<file path="src/rtl/pot_pkg.sv">
// Shared types and constants for the polygon overlap test.
// Used by the channel interfaces, the edge unit, the top level and the checker.
package pot_pkg;

  // Width of the beat type code and of the hit side code.
  localparam int unsigned KIND_W = 2;
  localparam int unsigned SIDE_W = 2;

  // Input beat type codes.
  localparam logic [KIND_W-1:0] KIND_LOAD_A = 2'd0;
  localparam logic [KIND_W-1:0] KIND_LOAD_B = 2'd1;
  localparam logic [KIND_W-1:0] KIND_QUERY  = 2'd2;

  // Hit side codes of a result beat.
  localparam logic [SIDE_W-1:0] SIDE_NONE   = 2'd0;
  localparam logic [SIDE_W-1:0] SIDE_A_IN_B = 2'd1;
  localparam logic [SIDE_W-1:0] SIDE_B_IN_A = 2'd2;

  // Control from the sequencer to the edge unit.
  typedef struct packed {
    logic valid;  // an edge is presented this cycle
    logic clear;  // restart the crossing parity for a new point
  } edge_ctrl_t;

  // Status from the edge unit back to the sequencer.
  typedef struct packed {
    logic busy;    // edges still in flight
    logic parity;  // odd number of counted crossings so far
  } edge_stat_t;

endpackage

</file>
<file path="src/rtl/pot_edge_unit.sv">
// Pipelined edge crossing unit: one polygon edge against the current point
// per cycle, exact cross product sign, even-odd parity. Depends on pot_pkg.
module pot_edge_unit import pot_pkg::*; #(
  parameter int unsigned COORD_BITS = 16
) (
  input  logic                         clk_i,
  input  logic                         rst_ni,
  input  edge_ctrl_t                   ctrl_i,
  input  logic [2*COORD_BITS-1:0]      vtx_i_i,
  input  logic [2*COORD_BITS-1:0]      vtx_j_i,
  input  logic signed [COORD_BITS+1:0] px_i,
  input  logic signed [COORD_BITS+1:0] py_i,
  output edge_stat_t                   stat_o
);

  localparam int unsigned DW  = COORD_BITS + 3;  // point relative differences
  localparam int unsigned EW  = COORD_BITS + 1;  // edge deltas
  localparam int unsigned PRW = DW + EW;         // one product
  localparam int unsigned SW  = PRW + 1;         // sum of both products

  logic signed [DW-1:0]  xi, yi, xj, yj, pxe, pye;
  logic signed [DW-1:0]  a_d, c_d, b_w, e_w;
  logic                  cross_d, dpos_d;

  logic                  v1_q, v2_q, parity_q;
  logic signed [DW-1:0]  a_q, c_q;
  logic signed [EW-1:0]  b_q, e_q;
  logic                  cross1_q, dpos1_q, cross2_q, dpos2_q;
  logic signed [PRW-1:0] p_d, q_d, p_q, q_q;
  logic signed [SW-1:0]  sum;
  logic                  hit;

  // Stage one: unpack the end points and form the differences.
  always_comb begin
    xi  = DW'($signed(vtx_i_i[COORD_BITS-1:0]));
    yi  = DW'($signed(vtx_i_i[2*COORD_BITS-1:COORD_BITS]));
    xj  = DW'($signed(vtx_j_i[COORD_BITS-1:0]));
    yj  = DW'($signed(vtx_j_i[2*COORD_BITS-1:COORD_BITS]));
    pxe = DW'(px_i);
    pye = DW'(py_i);
    a_d = xi - pxe;
    c_d = pye - yi;
    b_w = yj - yi;
    e_w = xj - xi;
    // The edge straddles the ray when exactly one end lies above it.
    cross_d = (yi > pye) != (yj > pye);
    dpos_d  = yj > yi;
  end

  // Stage two: the two products of the cross product.
  assign p_d = a_q * b_q;
  assign q_d = c_q * e_q;

  // Stage three: sign of the sum decides whether the crossing is to the right.
  always_comb begin
    sum = SW'(p_q) + SW'(q_q);
    hit = cross2_q && (dpos2_q ? !sum[SW-1] : (sum[SW-1] || (sum == '0)));
  end

  // Valid bits and the crossing parity.
  always_ff @(posedge clk_i or negedge rst_ni) begin
    if (!rst_ni) begin
      v1_q     <= 1'b0;
      v2_q     <= 1'b0;
      parity_q <= 1'b0;
    end else begin
      v1_q <= ctrl_i.valid;
      v2_q <= v1_q;
      if (ctrl_i.clear) begin
        parity_q <= 1'b0;
      end else if (v2_q && hit) begin
        parity_q <= !parity_q;
      end
    end
  end

  // Payload pipeline registers.
  always_ff @(posedge clk_i) begin
    a_q      <= a_d;
    c_q      <= c_d;
    b_q      <= b_w[EW-1:0];
    e_q      <= e_w[EW-1:0];
    cross1_q <= cross_d;
    dpos1_q  <= dpos_d;
    p_q      <= p_d;
    q_q      <= q_d;
    cross2_q <= cross1_q;
    dpos2_q  <= dpos1_q;
  end

  assign stat_o.busy   = v1_q | v2_q;
  assign stat_o.parity = parity_q;

endmodule

</file>
<file path="config.mk">
export PLATFORM = sky130hd
export DESIGN_NAME = pot_edge_unit
export DESIGN_NICKNAME = d
export VERILOG_FILES = /design/src/rtl/pot_pkg.sv /design/src/rtl/pot_edge_unit.sv
export SDC_FILE = /design/constraint.sdc
export NUM_CORES = 2
export LEC_CHECK = 0
export BUFFER_PORTS_ARGS = -buffer_cell sky130_fd_sc_hd__buf_2
export CORE_MARGIN = 5
export CORE_UTILIZATION = 65
export DETAILED_ROUTE_END_ITERATION = 8
export HOLD_SLACK_MARGIN = 0.06
export PLACE_DENSITY = 0.88
export SLEW_MARGIN = 5
export SYNTH_ARGS = -nofsm -noshare
export SYNTH_HDL_FRONTEND = slang
export SYNTH_SLANG_ARGS = --single-unit
</file>
<file path="constraint.sdc">
create_clock -name clk_i -period 10.7 [get_ports clk_i]
set_input_delay 1.07 -clock clk_i [delete_from_list [all_inputs] [get_ports clk_i]]
set_output_delay 1.07 -clock clk_i [all_outputs]
set_load 0.01 [all_outputs]
</file>
==> impl_results.md <==
- Library cells used by synthesis: 89
- Num rows: a little over 80
- # resized after CTS: 0
- TritonCTS Buffers: 17
- Post-synthesis cell count: ~3600
- Main area contributors after synthesis: fa_1 (40%), ha_1 (12%), inv_1 (9.3%), dfxtp_1 (9.1%), and2_1 (6.3%)
- RD Place Congestion: 0.968
- Unrepaired setup endpoints after global routing: no
- DR pass1 iterations: 8
- DRC Markers: 0
- Setup CP Type: flip-flop to flip-flop
- Cells on worst reg2reg path: 22
- Total Routing Usage GR: 31.2%
- DRT Wirelength: 82.0 mm
- CTS tree: built
- Synth area leader: fa_1
- Final net count: 4721
- Hold buffer count at CTS: 0
- Dpl hpwl: 68.1 mm
- Fraction of layout cells with a size suffix above 1: between 4 and 5%
- Core area: 50000 µm²
- Clock-pin slew on the worst setup and hold paths: roughly 0.070 ns
- Post-synth EDFFs: 0
- Grt ovf: 0
- Vias/cell: approximately 5.8
- Post-synth top flop: dfxtp_1
- Max H-tree Level: 4
- Die area: 54900 µm²
- Yosys top cell area share: approximately two fifths
- Post-DRT Antenna Nets: 0
- Mean routed wirelength per cell: 18.9 µm
- FF-to-FF End: p_q[33]
- N_diodes: 0
- Hold Crit Class: flip-flop to flip-flop
- Worst clock skew: approximately 0.011 ns
- Period utilization: 68.2%
- First-iteration detailed-routing DRC count: 1596
- Initial antenna violation count: 4
- Register bit total from synthesis: 151
- CTS Root Buffer Type: clkbuf_16
- Seq/Total Area, Yosys: a little under a tenth
- Syn_area_per_cell: 9.00 µm²
- MaxCap Viol Count: 0
- Hold_sp: dpos1_q
- Crit path capture: p_q[33]
- Number of global-route vias before repair: 27200
- IO Port Bufs: between 100 and 150
- Fillers: about 3700
- Ys async rst share: 1.99%
- YS warnings: 0
- Synthesis-to-layout area growth: 4.71%
- Total I/O pin count: about 110
- Hold Violations, Final: 0
- Slew Viols, Final: 0
- Maximum number of pins on one net before global-route repair: 20
- Synthesized cell area: 32700 µm²
- Post-layout minimum cycle time: 7.30 ns
- Clock latency on the worst-skew pair: 0.46 ns
- Worst Path Max Fanout: 17
- Mapped Nets: 4700
- Setup slack, reg-to-reg: between 3 and 4 ns
- Crit path required time: 11.08 ns
- Rel. slew slack: 32.9%
- Crit path DAT: about 7.7 ns
- Via count: 25000
- Postcts setup bufs: 0
- Worst-Margin Slew: 1.01 ns
- Final setup fails: 0
- Initial Utilization: 65.5%
- Clk sinks: 151
- Outcome: finished, final reports clean
- Startpoint types: flip-flop
- CTS max path bufs: 2
- DIE WIDTH: 234 µm
- FF-to-FF Start: a_q[11]
- Max Fclk: ~140 MHz
- Crit end category: flip-flop
- Worst setup path startpoint: a_q[11]
- First-pass GRT wire length: 135 mm
- Height of the die: 234 µm
- Setup_tns: 0 ns
synth_stat cells, types with 7 or more instances:
master,n
nor2b_1,29
nor3_1,41
nand3_1,39
xnor2_1,112
nor2_1,143
mux2i_1,7
a21boi_0,17
dfxtp_1,148
nand2_1,360
ha_1,302
nand4_1,20
a31oi_1,11
o21a_1,15
o21ai_0,90
fa_1,657
o211ai_1,10
a211oi_1,21
or2_2,9
or3_1,15
xor2_1,22
and2_1,329
o21bai_1,11
inv_1,815
and3_1,12
a21o_1,42
clkbuf_1,94
a21oi_1,108
nand2b_1,30
flip-flops by register name (all words and copies together), names as in the netlist:
signal and flops:
v1_q 1, dpos2_q 1, cross1_q 1, dpos1_q 1, cross2_q 1, parity_q 1
c_q 19, e_q 17, v2_q 1, p_q 36, b_q 17, a_q 19
q_q 36
logic make-up after synthesis:
group / Yosys count / share of synthesized area [%]
DFF: 151 / 9.28
and+or+nand+nor: 1061 / 16.3
muxes: 8 / 0.249
adders and majority gates: 959 / 51.7
buffers and inverters: 927 / 10.8
xor gates and xnor gates: 134 / 3.59
AOI/OAI and AO/OA: 397 / 8.01
worst max-delay path: stages, from the launching register on:
cell	delay (ns)
dfxtp_1	0.76
nand2_1	0.18
fa_1	0.54
fa_1	0.55
fa_1	0.55
inv_1	0.07
fa_1	0.44
fa_1	0.52
inv_1	0.05
fa_1	0.47
inv_1	0.04
ha_1	0.33
a21o_1	0.23
a21oi_1	0.16
o21bai_1	0.11
or4_1	0.42
a211oi_1	0.69
or3_1	0.23
nand2_1	0.14
a211oi_1	0.33
o31ai_1	0.12
a21oi_1	0.18
xnor2_1	0.13
cells in the final DEF, fill, tap and decap left out, drive strengths merged, types with 110 or more instances in the layout:
cell,instances
nor2,143
xnor2,112
fa,657
a21oi,110
and2,330
ha,302
buf,114
inv,817
dfxtp,148
nand2,360
worst min path at each step:
stage | end | slack (ns) | cells after the start
4_1_cts | dpos2_q | 0.33 | 0
3_3_place_gp | dpos2_q | 0.31 | 0
6_report | dpos2_q | 0.33 | 0
3_5_place_dp | dpos2_q | 0.31 | 0
5_1_grt | dpos2_q | 0.33 | 0
2_1_floorplan | cross2_q | 0.31 | 0
per-stage QoR:
stage	setup slack (ns)	hold WS (ns)	instances	util [%]	instance area (µm²)
5_1_grt	3.01	0.333	4342	68.6	34300
2_1_floorplan	4.23	0.310	3637	-	32700
3_5_place_dp	3.50	0.312	4311	67.4	33700
6_report	3.40	0.327	4342	68.6	34300
4_1_cts	3.47	0.327	4342	68.6	34300
3_3_place_gp	3.82	0.313	4311	67.4	33700
layer usage:
metal / wire length [µm] / global-route usage, % / vias to the layer above
met5: 36 / 0 / -
met4: 5530 / 17.4 / 6
met3: 6080 / 5.79 / 363
met2: 40300 / 52.5 / 1162
met1: 30100 / 38.0 / 12300
li1: - / - / 11200
layout make-up:
type | instances | area, µm² | share of cell area [%]
flip-flops and latches | 151 | 3040 | 8.86
multi-input cells | 2559 | 26100 | 76.3
clock inverters | 9 | 116 | 0.340
well taps | 672 | 841 | 2.45
inverters | 815 | 3060 | 8.93
repair buffers | 114 | 593 | 1.73
clock buffers | 22 | 474 | 1.38
Power is not shown: default switching activity piles up to over one toggle a cycle in this logic, so the estimate is an artifact.
